==> config.mk <==
export PLATFORM = sky130hd
export DESIGN_NAME = sketch_command_decoder
export DESIGN_NICKNAME = d
export VERILOG_FILES = /design/src/rtl/scd_pkg.sv /design/src/rtl/scd_front.sv /design/src/rtl/scd_queue.sv /design/src/rtl/scd_back.sv /design/src/rtl/sketch_command_decoder.sv
export SDC_FILE = /design/constraint.sdc
export NUM_CORES = 1
export LEC_CHECK = 0
export BUFFER_PORTS_ARGS = -buffer_cell sky130_fd_sc_hd__buf_2
export CAP_MARGIN = 20
export CORE_MARGIN = 2
export CORE_UTILIZATION = 65
export DETAILED_ROUTE_END_ITERATION = 8
export PLACE_DENSITY = 0.87
export SETUP_SLACK_MARGIN = 0.2
export SYNTH_ARGS = -nofsm -noshare
export SYNTH_HDL_FRONTEND = slang
export SYNTH_HIERARCHICAL = 1
export SYNTH_SLANG_ARGS = --single-unit
==> constraint.sdc <==
create_clock -name clk -period 21.1 [get_ports clk]
set_input_delay 2.11 -clock clk [delete_from_list [all_inputs] [get_ports clk]]
set_output_delay 2.11 -clock clk [all_outputs]
set_load 0.005 [all_outputs]
==> src/rtl/scd_pkg.sv <==
// Sketch command decoder package: decoded item type, kind and tool codes,
// default sizes. No dependencies; imported by every module of the block.
`timescale 1ns / 1ps

package scd_pkg;

  localparam int COORD_WIDTH_DEFAULT = 16;
  localparam int QUEUE_DEPTH_DEFAULT = 4;

  // Command kinds, bits 7..6 of a command byte
  localparam logic [1:0] KIND_DX   = 2'd0;
  localparam logic [1:0] KIND_DY   = 2'd1;
  localparam logic [1:0] KIND_TOOL = 2'd2;
  localparam logic [1:0] KIND_DATA = 2'd3;

  // Classified TOOL operands
  localparam logic [3:0] TOP_NONE   = 4'd0;
  localparam logic [3:0] TOP_LINE   = 4'd1;
  localparam logic [3:0] TOP_BLOCK  = 4'd2;
  localparam logic [3:0] TOP_COLOUR = 4'd3;
  localparam logic [3:0] TOP_LOADX  = 4'd4;
  localparam logic [3:0] TOP_LOADY  = 4'd5;
  localparam logic [3:0] TOP_SHOW   = 4'd6;
  localparam logic [3:0] TOP_PAUSE  = 4'd7;
  localparam logic [3:0] TOP_FRAME  = 4'd8;
  localparam logic [3:0] TOP_OTHER  = 4'd9;

  // Current tool codes
  localparam logic [2:0] TOOL_NONE  = 3'd0;
  localparam logic [2:0] TOOL_LINE  = 3'd1;
  localparam logic [2:0] TOOL_BLOCK = 3'd2;
  localparam logic [2:0] TOOL_SHOW  = 3'd6;
  localparam logic [2:0] TOOL_PAUSE = 3'd7;

  // Result kinds
  localparam logic [2:0] OUT_LINE   = 3'd0;
  localparam logic [2:0] OUT_BLOCK  = 3'd1;
  localparam logic [2:0] OUT_COLOUR = 3'd2;
  localparam logic [2:0] OUT_SHOW   = 3'd3;
  localparam logic [2:0] OUT_PAUSE  = 3'd4;
  localparam logic [2:0] OUT_FRAME  = 3'd5;

  localparam int OPERAND_WIDTH = 6;

  typedef struct packed {
    logic                     eof;
    logic [1:0]               kind;
    logic [3:0]               tool_op;
    logic [OPERAND_WIDTH-1:0] operand;
  } dec_t;

endpackage

==> src/rtl/scd_front.sv <==
// Front end: classifies an incoming byte or end-of-file marker into a dec_t.
// Depends on scd_pkg.
`timescale 1ns / 1ps

module scd_front
  import scd_pkg::*;
(
  input  logic       in_opcode,
  input  logic [7:0] in_command_byte,
  output dec_t       dec_o
);

  logic [3:0] tool_op;

  always_comb begin
    unique case (in_command_byte[5:0])
      6'd0:    tool_op = TOP_NONE;
      6'd1:    tool_op = TOP_LINE;
      6'd2:    tool_op = TOP_BLOCK;
      6'd3:    tool_op = TOP_COLOUR;
      6'd4:    tool_op = TOP_LOADX;
      6'd5:    tool_op = TOP_LOADY;
      6'd6:    tool_op = TOP_SHOW;
      6'd7:    tool_op = TOP_PAUSE;
      6'd8:    tool_op = TOP_FRAME;
      default: tool_op = TOP_OTHER;
    endcase
  end

  assign dec_o.eof     = in_opcode;
  assign dec_o.kind    = in_command_byte[7:6];
  assign dec_o.tool_op = tool_op;
  assign dec_o.operand = in_command_byte[5:0];

endmodule

==> src/rtl/scd_queue.sv <==
// Short queue of decoded items between front and back end.
// Depends on scd_pkg for the item type.
`timescale 1ns / 1ps

module scd_queue
  import scd_pkg::*;
#(
  parameter int DEPTH = QUEUE_DEPTH_DEFAULT
) (
  input  logic clk,
  input  logic rst_n,
  input  logic push,
  input  dec_t push_item,
  input  logic pop,
  output dec_t head_item,
  output logic not_empty,
  output logic full
);

  localparam int PTR_W = (DEPTH > 1) ? $clog2(DEPTH) : 1;
  localparam int CNT_W = $clog2(DEPTH + 1);

  dec_t             mem [DEPTH];
  logic [PTR_W-1:0] wr_ptr_r, wr_ptr_nxt;
  logic [PTR_W-1:0] rd_ptr_r, rd_ptr_nxt;
  logic [CNT_W-1:0] cnt_r, cnt_nxt;

  always_comb begin
    wr_ptr_nxt = wr_ptr_r;
    rd_ptr_nxt = rd_ptr_r;
    cnt_nxt    = cnt_r;
    if (push) begin
      wr_ptr_nxt = (wr_ptr_r == PTR_W'(DEPTH - 1)) ? '0 : wr_ptr_r + 1'b1;
    end
    if (pop) begin
      rd_ptr_nxt = (rd_ptr_r == PTR_W'(DEPTH - 1)) ? '0 : rd_ptr_r + 1'b1;
    end
    if (push && !pop) begin
      cnt_nxt = cnt_r + 1'b1;
    end else if (pop && !push) begin
      cnt_nxt = cnt_r - 1'b1;
    end
  end

  always_ff @(posedge clk) begin
    if (!rst_n) begin
      wr_ptr_r <= '0;
      rd_ptr_r <= '0;
      cnt_r    <= '0;
    end else begin
      wr_ptr_r <= wr_ptr_nxt;
      rd_ptr_r <= rd_ptr_nxt;
      cnt_r    <= cnt_nxt;
    end
  end

  always_ff @(posedge clk) begin
    if (push) begin
      mem[wr_ptr_r] <= push_item;
    end
  end

  assign head_item = mem[rd_ptr_r];
  assign not_empty = (cnt_r != '0);
  assign full      = (cnt_r == CNT_W'(DEPTH));

endmodule

==> src/rtl/scd_back.sv <==
// Back end: executes decoded items against pen, target, tool and accumulator
// state and drives the registered result channel. Depends on scd_pkg.
`timescale 1ns / 1ps

module scd_back
  import scd_pkg::*;
#(
  parameter int COORD_WIDTH = COORD_WIDTH_DEFAULT
) (
  input  logic               clk,
  input  logic               rst_n,
  input  logic               item_valid,
  input  dec_t               item,
  output logic               item_pop,
  output logic               out_valid,
  input  logic               out_ready,
  output logic [2:0]         out_cmd_kind,
  output logic signed [15:0] out_first_x,
  output logic signed [15:0] out_first_y,
  output logic signed [15:0] out_second_x,
  output logic signed [15:0] out_second_y,
  output logic [31:0]        out_payload
);

  localparam int CW = COORD_WIDTH;

  logic [CW-1:0] pen_x_r, pen_x_nxt, pen_y_r, pen_y_nxt;
  logic [CW-1:0] tgt_x_r, tgt_x_nxt, tgt_y_r, tgt_y_nxt;
  logic [2:0]    tool_r, tool_nxt;
  logic [31:0]   acc_r, acc_nxt;
  logic          frame_done_r, frame_done_nxt;

  logic          out_valid_r;
  logic [2:0]    kind_r, kind_nxt;
  logic [15:0]   fx_r, fx_nxt, fy_r, fy_nxt, sx_r, sx_nxt, sy_r, sy_nxt;
  logic [31:0]   pay_r, pay_nxt;
  logic          emit;
  logic [CW-1:0] arg_ext;

  // Zero-extend a narrow coordinate, truncate a wide one
  function automatic logic [15:0] to_out16(input logic [CW-1:0] c);
    logic [31:0] w;
    w = 32'(c);
    return w[15:0];
  endfunction

  assign arg_ext  = {{(CW - OPERAND_WIDTH){item.operand[OPERAND_WIDTH-1]}}, item.operand};
  assign item_pop = item_valid && (!out_valid_r || out_ready);

  always_comb begin
    pen_x_nxt      = pen_x_r;
    pen_y_nxt      = pen_y_r;
    tgt_x_nxt      = tgt_x_r;
    tgt_y_nxt      = tgt_y_r;
    tool_nxt       = tool_r;
    acc_nxt        = acc_r;
    frame_done_nxt = frame_done_r;
    emit           = 1'b0;
    kind_nxt       = OUT_SHOW;
    fx_nxt         = '0;
    fy_nxt         = '0;
    sx_nxt         = '0;
    sy_nxt         = '0;
    pay_nxt        = '0;

    if (item.eof) begin
      pen_x_nxt      = '0;
      pen_y_nxt      = '0;
      tgt_x_nxt      = '0;
      tgt_y_nxt      = '0;
      tool_nxt       = TOOL_LINE;
      acc_nxt        = '0;
      frame_done_nxt = 1'b0;
      emit           = 1'b1;
      kind_nxt       = OUT_SHOW;
    end else if (!frame_done_r) begin
      unique case (item.kind)
        KIND_DX: begin
          tgt_x_nxt = tgt_x_r + arg_ext;
        end
        KIND_DY: begin
          tgt_y_nxt = tgt_y_r + arg_ext;
          if (tool_r == TOOL_LINE) begin
            emit     = 1'b1;
            kind_nxt = OUT_LINE;
            fx_nxt   = to_out16(pen_x_r);
            fy_nxt   = to_out16(pen_y_r);
            sx_nxt   = to_out16(tgt_x_r);
            sy_nxt   = to_out16(tgt_y_nxt);
          end else if (tool_r == TOOL_BLOCK) begin
            emit     = 1'b1;
            kind_nxt = OUT_BLOCK;
            fx_nxt   = to_out16(pen_x_r);
            fy_nxt   = to_out16(pen_y_r);
            sx_nxt   = to_out16(tgt_x_r - pen_x_r);
            sy_nxt   = to_out16(tgt_y_nxt - pen_y_r);
          end
          pen_x_nxt = tgt_x_r;
          pen_y_nxt = tgt_y_nxt;
        end
        KIND_TOOL: begin
          unique case (item.tool_op)
            TOP_NONE:  tool_nxt = TOOL_NONE;
            TOP_LINE:  tool_nxt = TOOL_LINE;
            TOP_BLOCK: tool_nxt = TOOL_BLOCK;
            TOP_COLOUR: begin
              emit     = 1'b1;
              kind_nxt = OUT_COLOUR;
              pay_nxt  = acc_r;
            end
            TOP_LOADX: tgt_x_nxt = acc_r[CW-1:0];
            TOP_LOADY: tgt_y_nxt = acc_r[CW-1:0];
            TOP_SHOW: begin
              tool_nxt = TOOL_SHOW;
              emit     = 1'b1;
              kind_nxt = OUT_SHOW;
            end
            TOP_PAUSE: begin
              tool_nxt = TOOL_PAUSE;
              emit     = 1'b1;
              kind_nxt = OUT_PAUSE;
              pay_nxt  = acc_r;
            end
            TOP_FRAME: begin
              tool_nxt       = TOOL_NONE;
              frame_done_nxt = 1'b1;
              emit           = 1'b1;
              kind_nxt       = OUT_FRAME;
            end
            default: ;
          endcase
          acc_nxt = '0;
        end
        default: begin
          acc_nxt = {acc_r[31-OPERAND_WIDTH:0], item.operand};
        end
      endcase
    end
  end

  always_ff @(posedge clk) begin
    if (!rst_n) begin
      pen_x_r      <= '0;
      pen_y_r      <= '0;
      tgt_x_r      <= '0;
      tgt_y_r      <= '0;
      tool_r       <= TOOL_LINE;
      acc_r        <= '0;
      frame_done_r <= 1'b0;
    end else if (item_pop) begin
      pen_x_r      <= pen_x_nxt;
      pen_y_r      <= pen_y_nxt;
      tgt_x_r      <= tgt_x_nxt;
      tgt_y_r      <= tgt_y_nxt;
      tool_r       <= tool_nxt;
      acc_r        <= acc_nxt;
      frame_done_r <= frame_done_nxt;
    end
  end

  always_ff @(posedge clk) begin
    if (!rst_n) begin
      out_valid_r <= 1'b0;
    end else if (item_pop && emit) begin
      out_valid_r <= 1'b1;
    end else if (out_ready) begin
      out_valid_r <= 1'b0;
    end
  end

  always_ff @(posedge clk) begin
    if (item_pop && emit) begin
      kind_r <= kind_nxt;
      fx_r   <= fx_nxt;
      fy_r   <= fy_nxt;
      sx_r   <= sx_nxt;
      sy_r   <= sy_nxt;
      pay_r  <= pay_nxt;
    end
  end

  assign out_valid    = out_valid_r;
  assign out_cmd_kind = kind_r;
  assign out_first_x  = fx_r;
  assign out_first_y  = fy_r;
  assign out_second_x = sx_r;
  assign out_second_y = sy_r;
  assign out_payload  = pay_r;

endmodule

==> src/rtl/sketch_command_decoder.sv <==
// Top level of the sketch command decoder: front end, item queue, back end.
// Depends on scd_pkg, scd_front, scd_queue and scd_back.
//
//  channel  | direction | handshake           | payload
//  ---------+-----------+---------------------+-----------------------------------
//  in_      | input     | in_valid/in_ready   | opcode, command_byte
//  out_     | output    | out_valid/out_ready | cmd_kind, first/second x/y, payload
//
// One transaction per cycle sustained while the output is not stalled: the back
// end executes one queued item per cycle and its state update is one coordinate
// add, so the input accepts a byte every cycle while the queue has room.
// A result is offered once its input transaction has been written into the
// queue and the queued item has executed into the result register.
// Reset is synchronous; no clearing pass is needed.
// A stalled output holds the back end; the queue absorbs up to QUEUE_DEPTH
// transactions before in_ready drops.
`timescale 1ns / 1ps

module sketch_command_decoder
  import scd_pkg::*;
#(
  parameter int COORD_WIDTH = COORD_WIDTH_DEFAULT,
  parameter int QUEUE_DEPTH = QUEUE_DEPTH_DEFAULT
) (
  input  logic               clk,
  input  logic               rst_n,
  input  logic               in_valid,
  output logic               in_ready,
  input  logic               in_opcode,
  input  logic [7:0]         in_command_byte,
  output logic               out_valid,
  input  logic               out_ready,
  output logic [2:0]         out_cmd_kind,
  output logic signed [15:0] out_first_x,
  output logic signed [15:0] out_first_y,
  output logic signed [15:0] out_second_x,
  output logic signed [15:0] out_second_y,
  output logic [31:0]        out_payload
);

  dec_t front_item;
  dec_t head_item;
  logic q_full;
  logic q_not_empty;
  logic q_pop;

  // Classify the byte as it arrives
  scd_front u_front (
    .in_opcode       (in_opcode),
    .in_command_byte (in_command_byte),
    .dec_o           (front_item)
  );

  // Accept whenever the queue has room, independent of the result side
  assign in_ready = !q_full;

  scd_queue #(
    .DEPTH (QUEUE_DEPTH)
  ) u_queue (
    .clk       (clk),
    .rst_n     (rst_n),
    .push      (in_valid && in_ready),
    .push_item (front_item),
    .pop       (q_pop),
    .head_item (head_item),
    .not_empty (q_not_empty),
    .full      (q_full)
  );

  // Execute queued items; advance only when the result register can take one
  scd_back #(
    .COORD_WIDTH (COORD_WIDTH)
  ) u_back (
    .clk          (clk),
    .rst_n        (rst_n),
    .item_valid   (q_not_empty),
    .item         (head_item),
    .item_pop     (q_pop),
    .out_valid    (out_valid),
    .out_ready    (out_ready),
    .out_cmd_kind (out_cmd_kind),
    .out_first_x  (out_first_x),
    .out_first_y  (out_first_y),
    .out_second_x (out_second_x),
    .out_second_y (out_second_y),
    .out_payload  (out_payload)
  );

endmodule

==> results_dict.tcl, run 1 <==
set metrics [dict create \
    clk_path_buf_depth 3 \
    wl_per_cell_um 18.6 \
    synth_area_mm2 0.0134 \
    fmax_ghz 0.198 \
    grt.overflow.total 0 \
    numCtsBuffers 26 \
    grt_pass1_wl_mm 49.5 \
    synth_edf_count 151 \
    grt.total_usage 0.284 \
    core_area_mm2 0.0203 \
    cts_hold_buf 0 \
    power_frac_clock 0.176 \
    diodes 0 \
    hp-class "register to register" \
    cts_tree "done" \
    hold_end "u_back/tgt_y_r[10]" \
    grt_antenna_before_repair 0 \
    initial_core_util 0.662 \
    seq_area_frac_synth 0.501 \
    portBuffers 113 \
    required_ps 21350 \
    drcViolationCount 0 \
    gp_congestion 0.954 \
    die_h_um 148 \
    p_sw_uw 1100 \
    finalSetupViolCount 0 \
    p_int_uw 1510 \
    grt_pass1_vias 9711 \
    switching_share 0.422 \
    wl_mm 31.0 \
    cts.clk_slew.worst_paths_ps 60 \
    die_x_um 148 \
    dp_hpwl_mm 20.9 \
    power_per_cell_area_mw_per_mm2 173 \
    ant_nets 0 \
    tightest_slew_ps 1030 \
    r2r_end "u_back/out_second_y[13]" \
    drive_gt1_frac 0.149 \
    status "finished clean" \
    vias 10100 \
    postCtsSetupBuffers 0 \
    seqPwrFrac 0.302 \
    num_rows 52 \
    ios 114 \
    clock_sink_count 261 \
    cts.htree.levels 1 \
    dieArea_mm2 0.0219 \
    whs_path_depth 2 \
    ys.flop_type "edfxtp_1" \
    dpl.cell_count 1616 \
    rsz0062_at_grt "no" \
    min_from "u_back/tgt_y_r[10]" \
    drtIter0Drc 818 \
    worstPathMaxFanout 13 \
    drv_cap 0 \
    ys_types 71 \
    synth_seq_cells 261 \
    fin_crit_ps 5050 \
    fin_setup_tns_ps 0 \
    finalHoldViolCount 0 \
    grt_max_degree 82 \
    reg2regPathDepth 15 \
    vias_per_cell 6.08 \
    nets 1462 \
    critPathArrivalTime_ps 5300 \
    cts_resized 0 \
    maxSlewViolCount 0 \
    relSlewSlack 0.307 \
    peakVddDrop_mv 0.107 \
    synth_top_area_frac 0.337 \
    area.growth.synth_to_final_pct 12.1 \
    cellLeakagePower_uw 0.00565 \
    first_pass_iters 7 \
    async_reset_ff_frac 0 \
    synth_cells 1282 \
    period_share 0.240 \
    clockRootBuffer "clkbuf_16" \
    utilization 0.743 \
    p_comb_frac 0.522 \
    yosysTopAreaCell "edfxtp_1" \
    num-fill-cells 1431 \
    synth_area_per_cell_um2 10.5 \
    startpoint_type "register" \
    clock_latency_ps 530 \
    ys_warn_count 6 \
    synth_area_leaders "edfxtp_1 34%, dfxtp_1 16%, ha_1 6.4%" \
    criticalPathCategory "register to register" \
    skew_ps 10.8 \
    final_cells 1665 \
    end_kind "register" \
    reg2reg_slack_ps 16050 \
    syn-num-nets 1369 \
]
[synthesized netlist by cell type, types with 4 or more instances]
master	n
a211oi_1	6
o21a_1	8
inv_1	55
a32oi_1	4
a22o_1	6
o211ai_1	7
o21bai_1	6
nor3b_1	19
mux2i_1	13
and4_1	5
fa_1	5
clkbuf_1	43
xor2_1	18
a31oi_1	6
dfxtp_1	110
o21ai_1	6
nor2b_1	59
and2_1	79
a22oi_1	40
ha_1	69
or3_1	8
nor2_1	64
buf_2	5
nand2_1	110
a21boi_0	44
buf_1	5
mux4_2	10
nand3_1	51
o21ai_0	54
nor3_1	24
a21oi_1	70
buf_4	9
edfxtp_1	151
a21o_1	10
nand2b_1	5
and3_1	7
xnor2_1	34
[metal layers]
metal	global-route usage	up-vias	share of wire
met2	0.470	416	0.48
met1	0.388	4826	0.42
met4	0.0995	0	0.029
li1	-	4799	-
met5	0	-	0
met3	0.0386	76	0.074
[sequential cells by signal, summed over array words and instances (netlist names), 2 cells and up, named ones only]
signal	count
u_back/out_first_x	16
u_back/out_first_y	16
u_back/out_second_y	16
u_back/acc_r	32
u_back/out_payload	32
u_back/tool_r	3
u_queue/rd_ptr_r	2
u_back/tgt_x_r	16
u_back/tgt_y_r	16
u_queue/cnt_r	3
u_back/out_second_x	16
u_queue/mem	52
u_back/pen_y_r	16
u_back/out_cmd_kind	3
u_queue/wr_ptr_r	2
u_back/pen_x_r	16
[placed cells by master, fill, tap and decap left out, types with 4 or more instances in the layout]
cell type	count
o21bai_1	6
buf_4	14
xor2_1	18
clkbuf_1	5
nand2b_1	5
and4_1	5
a211oi_1	6
a21o_1	10
and3_1	7
o21ai_1	5
or3_1	8
xnor2_1	34
a21oi_1	69
nand2_1	110
a22oi_1	40
a21boi_0	44
and2_1	79
mux4_2	10
nor3_1	24
nor2b_1	59
nand3_1	51
clkinv_2	6
nor3b_1	18
fa_1	5
clkbuf_16	27
a31oi_1	6
buf_2	113
o211ai_1	7
o21a_1	8
inv_1	55
a22o_1	6
ha_1	69
edfxtp_1	151
a32oi_1	4
nor2_1	62
clkinv_1	4
dfxtp_1	110
mux2i_1	13
o21ai_0	54
[cell families (layout without fill, tap and decap cells)]
kind of cell | Yosys count | in the layout | synth area share
AOI/OAI and AO/OA | 299 | 299 | 0.148
xor gates and xnor gates | 53 | 53 | 0.0351
adders and majority gates | 74 | 74 | 0.0716
buffers and inverters | 119 | 232 | 0.0368
DFF | 261 | 261 | 0.501
muxes | 29 | 29 | 0.0348
and+or+nand+nor | 447 | 447 | 0.173
[worst max-delay path: stages, from the launching register on]
cell      delay (ps)
dfxtp_1          850
mux4_2           660
ha_1             280
fa_1             420
a21o_1           210
a21oi_2          210
o21ai_2          100
a221oi_1         390
xnor2_1          220
ha_1             300
or3_1            380
o21ai_0           80
a21oi_1           90
a221oi_1         340
xor2_1           160
o21ai_0           90
[cell type report]
cell class	instances	area [µm²]	area share
repair buffers	128	691	0.0458
clock buffers	35	736	0.0488
inverters	56	210	0.0139
multi-input cells	902	6250	0.414
well taps	270	338	0.0224
flip-flops and latches	261	6740	0.447
clock inverters	13	116	0.00772
[stage by stage]
stage	hold slack, ps	total power, µW	setup WS [ps]	instance area (µm²)
finish	462	2610	16050	15100
global route	491	2780	15650	15100
CTS	466	2590	16000	15100
detailed placement	452	2120	16010	14200
global placement	442	2080	16130	14200
floorplan	429	1770	14070	13400
[power groups by stage]
stage                     Clock (µW)  Sequential [µW]  Combinational, µW
after floorplan                    0              801                968
after global placement             0              791               1280
after detailed placement           0              797               1320
after CTS                        464              789               1330
after global routing             484              802               1490
final                            458              787               1360
[worst max path at each step]
stage | from | to | slack, ps | cells past startpoint
after floorplan | out_ready | u_back/out_cmd_kind[0] | 14070 | 3
after global placement | register | u_back/out_second_y[13] | 16130 | 15
after detailed placement | register | u_back/out_second_y[13] | 16010 | 15
after CTS | register | u_back/out_second_y[13] | 16000 | 15
after global routing | register | u_back/out_second_y[14] | 15650 | 16
final | register | u_back/out_second_y[13] | 16050 | 15
Power figures use the tool's default switching activity.
==> run 2, diff against run 1 <==
--- a/config.mk
+++ b/config.mk
@@ -8,9 +8,9 @@
 export BUFFER_PORTS_ARGS = -buffer_cell sky130_fd_sc_hd__buf_2
 export CAP_MARGIN = 20
 export CORE_MARGIN = 2
-export CORE_UTILIZATION = 65
+export CORE_UTILIZATION = 54
 export DETAILED_ROUTE_END_ITERATION = 8
-export PLACE_DENSITY = 0.87
+export PLACE_DENSITY = 0.77
 export SETUP_SLACK_MARGIN = 0.2
 export SYNTH_ARGS = -nofsm -noshare
 export SYNTH_HDL_FRONTEND = slang
==> constraint.sdc (replaced) <==
create_clock -name clk -period 4.3 [get_ports clk]
set_input_delay 0.43 -clock clk [delete_from_list [all_inputs] [get_ports clk]]
set_output_delay 0.43 -clock clk [all_outputs]
set_load 0.005 [all_outputs]
==> run 2 against run 1 <==
  * Critical path depth up 1
  * Clock power rose to 5.0 times the previous value
  * Wire length up 2.0%
  * Non-clock buffer count is 43 higher
  * Clock skew up 3.0 ps
  * Maximum frequency increased by 24%
  * Worst setup slack lost 16000 ps
  * First-iteration DRC count shrank 11%
  * Clock-buffer cell count up 2
  * Core utilization shrank 9.8 points
  * Register-to-register slack worse by 16000 ps
==> results_dict.tcl, run 2 (same netlist as run 1, synthesis figures left out) <==
set metrics [dict create \
    grt_antenna_before_repair 0 \
    required_ps 4570 \
    die_h_um 162 \
    tightest_slew_ps 881 \
    critPathArrivalTime_ps 4330 \
    power_per_cell_area_mw_per_mm2 875 \
    maxSlewViolCount 0 \
    hold_end "u_queue/mem[2][11]" \
    hp-class "primary input to register" \
    drtIter0Drc 725 \
    skew_ps 13.8 \
    cts_hold_buf 0 \
    relSlewSlack 0.408 \
    clk_path_buf_depth 3 \
    diodes 0 \
    drv_cap 0 \
    first_pass_iters 5 \
    timing.final.ws_setup_ps 240 \
    clockRootBuffer "clkbuf_16" \
    worstPathMaxFanout 5 \
    grt_pass1_wl_mm 49.9 \
    drcViolationCount 0 \
    num_rows 57 \
    clock_sink_count 261 \
    portBuffers 113 \
    finalSetupViolCount 0 \
    fmax_ghz 0.246 \
    num-fill-cells 1957 \
    largest_register_ff_count 52 \
    min_from "in_command_byte[7]" \
    fin_setup_tns_ps 0 \
    dieArea_mm2 0.0262 \
    top_register "u_queue/mem" \
    initial_core_util 0.551 \
    final_common_cell "edfxtp_1" \
    power_uw 13800 \
    r2r_end "u_back/out_second_y[14]" \
    cellLeakagePower_uw 0.00590 \
    status "finished clean" \
    cts_tree "done" \
    clock_latency_ps 530 \
    ant_nets 0 \
    final_cell_mix "151 x edfxtp_1, 113 x buf_2, 109 x nand2_1, 109 x dfxtp_1, 78 x and2_1" \
    period_share 0.944 \
    drive_gt1_frac 0.206 \
    wl_per_cell_um 17.9 \
    wl_mm 31.6 \
    area.growth.synth_to_final_pct 17.0 \
    utilization 0.645 \
    grt_max_degree 101 \
    vias_per_cell 5.68 \
    cts.htree.levels 1 \
    grt.total_usage 0.238 \
    startpoint_type "register" \
    dp_hpwl_mm 22.0 \
    fin_crit_ps 4060 \
    cts.clk_slew.worst_paths_ps 60 \
    criticalPathCategory "register to register" \
    core_area_mm2 0.0244 \
    grt.overflow.total 0 \
    nets 1506 \
    die_x_um 162 \
    reg2reg_slack_ps 240 \
    gp_congestion 0.915 \
    finalHoldViolCount 0 \
    end_kind "register" \
    peakVddDrop_mv 0.570 \
    whs_path_depth 1 \
    rsz0062_at_grt "yes" \
    grt_pass1_vias 9424 \
    ios 114 \
    place_ws_ps 101 \
    hold_ws_ps 122 \
    reg2regPathDepth 16 \
    numCtsBuffers 27 \
    vias 10000 \
]
-- run 2: cell count changes in the layout (fill, tap and decap cells not counted), sizes merged --
| cell | delta |
|---|---|
| buf | +43 |
| clkinv | -3 |
| clkbuf | +2 |
| clkinvlp | +2 |
| bufinv | -1 |
| inv | +1 |
-- run 2: per-stage QoR --
step,instances,cell area [µm²]
finish,1763,15700
global placement,1702,14500
detailed placement,1702,14500
global route,1763,15700
CTS,1754,15500
floorplan,1282,13500
-- run 2: layer usage --
layer / up-vias / global-route usage / wire length, µm
li1: 4881 / - / -
met1: 4724 / 0.336 / 14200
met2: 347 / 0.388 / 14400
met3: 55 / 0.0266 / 2090
met4: 0 / 0.0788 / 886
met5: - / 0 / 0
-- run 2: worst max path at each step --
stage | start | slack, ps | cells past startpoint | end
2_1_floorplan | register | 210 | 17 | u_back/out_second_y[14]
3_3_place_gp | register | 160 | 16 | u_back/out_second_y[14]
3_5_place_dp | register | 100 | 16 | u_back/out_second_y[14]
4_1_cts | register | 200 | 14 | u_back/out_second_y[14]
5_1_grt | register | 90 | 16 | u_back/out_second_y[14]
6_report | register | 240 | 16 | u_back/out_second_y[14]
-- run 2: cell type report --
type                            instances  area [µm²]  share of cell area
Clock buffer                           37         774              0.0492
Clock inverter                         12        97.6             0.00621
Inverter                               56         210              0.0134
Multi-Input combinational cell        902        6480               0.412
Sequential cell                       261        6740               0.429
Tap cell                              324         405              0.0258
Timing Repair Buffer                  171        1020              0.0649
-- run 2: what timing repair did --
item	4_1_cts	5_1_grt
buffers inserted	3	9
endpoints found under the setup margin	3	7
gates resized for setup	9	40
pin swaps	6	23
-- run 2: worst max-delay path, cell delays in order (launching register included) --
cell and delay, ps:
dfxtp_4 380, mux4_2 560, ha_4 200, fa_2 360
a21o_1 200, a21oi_4 240, o21ai_4 90, a221o_1 360
a21oi_2 190, nand2_2 90, inv_2 80, ha_4 210
and2_4 150, and4_1 190, o211ai_1 110, a211oi_1 110
a211o_1 290
-- run 2: where the power goes --
part | total (µW) | internal (µW) | switching (µW)
registers | 3820 | 3500 | 320
clock network | 2270 | 1320 | 947
logic | 7670 | 3250 | 4420
==> run 3, diff against run 2 <==
--- a/config.mk
+++ b/config.mk
@@ -10,7 +10,7 @@
 export CORE_MARGIN = 2
 export CORE_UTILIZATION = 54
 export DETAILED_ROUTE_END_ITERATION = 8
-export PLACE_DENSITY = 0.77
+export PLACE_DENSITY_LB_ADDON = 0.3
 export SETUP_SLACK_MARGIN = 0.2
 export SYNTH_ARGS = -nofsm -noshare
 export SYNTH_HDL_FRONTEND = slang
==> run 3 against run 2 <==
  * Sequential share of layout area decreased by 0.37 points
  * Power increased by 2.8%
  * Worst hold slack got worse by 3.0 ps
  * Flip-flop and latch count unchanged
  * Wire length increased by 0.74%
  * Register-to-register slack about the same
  * Cell area increased by 0.87%
  * First-iteration DRC count decreased by 2.9%
  * Clock-buffer cell count decreased by 8
  * Critical path type unchanged
  * Critical endpoint is now u_back/out_second_y[15]
  * Largest power group unchanged
==> results_dict.tcl, run 3 (same netlist as run 1, synthesis figures left out) <==
set metrics [dict create \
    dieArea_mm2 0.0262 \
    grt_use_met3 0.0368 \
    cts.htree.levels 1 \
    fin_setup_tns_ps 0 \
    wl_per_cell_um 18.0 \
    grt_pass1_vias 9560 \
    largest_register_ff_count 52 \
    end_kind "register" \
    power_per_cell_area_mw_per_mm2 892 \
    maxSlewViolCount 0 \
    top_register "u_queue/mem" \
    gp_congestion 0.910 \
    power_uw 14100 \
    crit_path_max_incr_delay_ps 610 \
    die_x_um 162 \
    finalHoldViolCount 0 \
    final_common_cell "edfxtp_1" \
    vias_per_cell 5.73 \
    worstPathMaxFanout 5 \
    numCtsBuffers 27 \
    grt.total_usage 0.240 \
    critical_path.slowest_cell "mux4_2" \
    gr-usage-met2 0.385 \
    drive_gt1_frac 0.210 \
    first_pass_iters 8 \
    fin_crit_ps 4070 \
    clock_latency_ps 540 \
    status "finished clean" \
    clock_sink_count 261 \
    startpoint_type "register" \
    grt_pass1_wl_mm 50.4 \
    area.growth.synth_to_final_pct 18.0 \
    cp_top_family "compound AO/OA/AOI/OAI gates" \
    path_buf_inv 3 \
    fmax_ghz 0.246 \
    criticalPathCategory "register to register" \
    cts.clk_slew.worst_paths_ps 60 \
    required_ps 4560 \
    nets 1515 \
    drv_cap 0 \
    drtIter0Drc 704 \
    period_share 0.946 \
    skew_ps 19.0 \
    drcViolationCount 0 \
    portBuffers 113 \
    final_cell_mix "151 x edfxtp_1, 113 x buf_2, 109 x nand2_1, 109 x dfxtp_1, 78 x and2_1" \
    cellLeakagePower_uw 0.00597 \
    ios 114 \
    diodes 0 \
    rsz0062_at_grt "yes" \
    grt-busiest-layer "met2" \
    relSlewSlack 0.351 \
    vias 10200 \
    grt_use_met1 0.338 \
    cp_cell_sequence "buf_8 -> mux4_2 -> buf_4 -> ha_4 -> o21a_1 -> nor2_1 -> nor2_1 -> a221o_1 -> buf_4 -> a211oi_2 -> o21bai_1 -> xor2_1 -> ha_1 -> a21oi_2 -> xnor2_1 -> o21ai_1" \
    grt.overflow.total 0 \
    num_rows 57 \
    wl_mm 31.9 \
    clockRootBuffer "clkbuf_16" \
    cts_tree "done" \
    critPathArrivalTime_ps 4330 \
    utilization 0.650 \
    peakVddDrop_mv 0.573 \
    initial_core_util 0.551 \
    finalSetupViolCount 0 \
    tightest_slew_ps 966 \
    num-fill-cells 1948 \
    hp-class "primary input to register" \
    die_h_um 162 \
    ant_nets 0 \
    grt_antenna_before_repair 0 \
    core_area_mm2 0.0244 \
    clk_path_buf_depth 3 \
    dp_hpwl_mm 22.3 \
    grt_max_degree 56 \
]
## run 3: changes by cell type in the layout (fill, tap and decap cells not counted), moves of 4 or more
cell	delta
buf_4	+9
a21oi_2	+4
xnor2_1	+4
clkbuf_8	-4
bufinv_16	+5
xnor2_2	-4
## run 3: worst paths after layout
kind | start | end | slack [ps] | cells after the start
setup / recovery | register | u_back/out_second_y[15] | 230 | 16
hold / removal | in_opcode | u_queue/mem[3][12] | 120 | 1
setup reg to reg | register | u_back/out_second_y[15] | 230 | 16
hold reg to reg | u_back/tgt_y_r[6] | u_back/tgt_y_r[6] | 460 | 2
## run 3: per-stage QoR
step                      setup WS, ps  hold slack [ps]  area [µm²]  cells
after floorplan                    209              429       13500   1282
after global placement             148              439       14600   1707
after detailed placement           111              451       14600   1707
after CTS                          168              103       15600   1757
after global routing              83.9              114       15900   1772
final                              230              119       15900   1772
## run 3: layout make-up
type / count / area, µm² / area share
sequential: 261 / 6740 / 0.425
multi-input combinational: 902 / 6450 / 0.407
timing repair buffer: 180 / 1100 / 0.0694
clock buffer: 29 / 683 / 0.0431
tap: 324 / 405 / 0.0256
clock inverter: 20 / 273 / 0.0172
inverter: 56 / 210 / 0.0133
## run 3: layer usage
| metal | routed length (µm) | part of all wire |
|---|---|---|
| met5 | 0 | 0 |
| met4 | 842 | 0.026 |
| met3 | 2020 | 0.063 |
| met2 | 14400 | 0.45 |
| met1 | 14600 | 0.46 |
## run 3: repair_timing
action	CTS	global route
hold buffers	0	0
endpoints found under the setup margin	2	9
setup buffers	1	15
pin swaps	3	30
gates resized for setup	5	41
## run 3: where the power goes
| part | total, µW | internal (µW) | switching [µW] |
|---|---|---|---|
| Sequential | 3830 | 3500 | 330 |
| Clock | 2490 | 1520 | 972 |
| Combinational | 7830 | 3340 | 4490 |
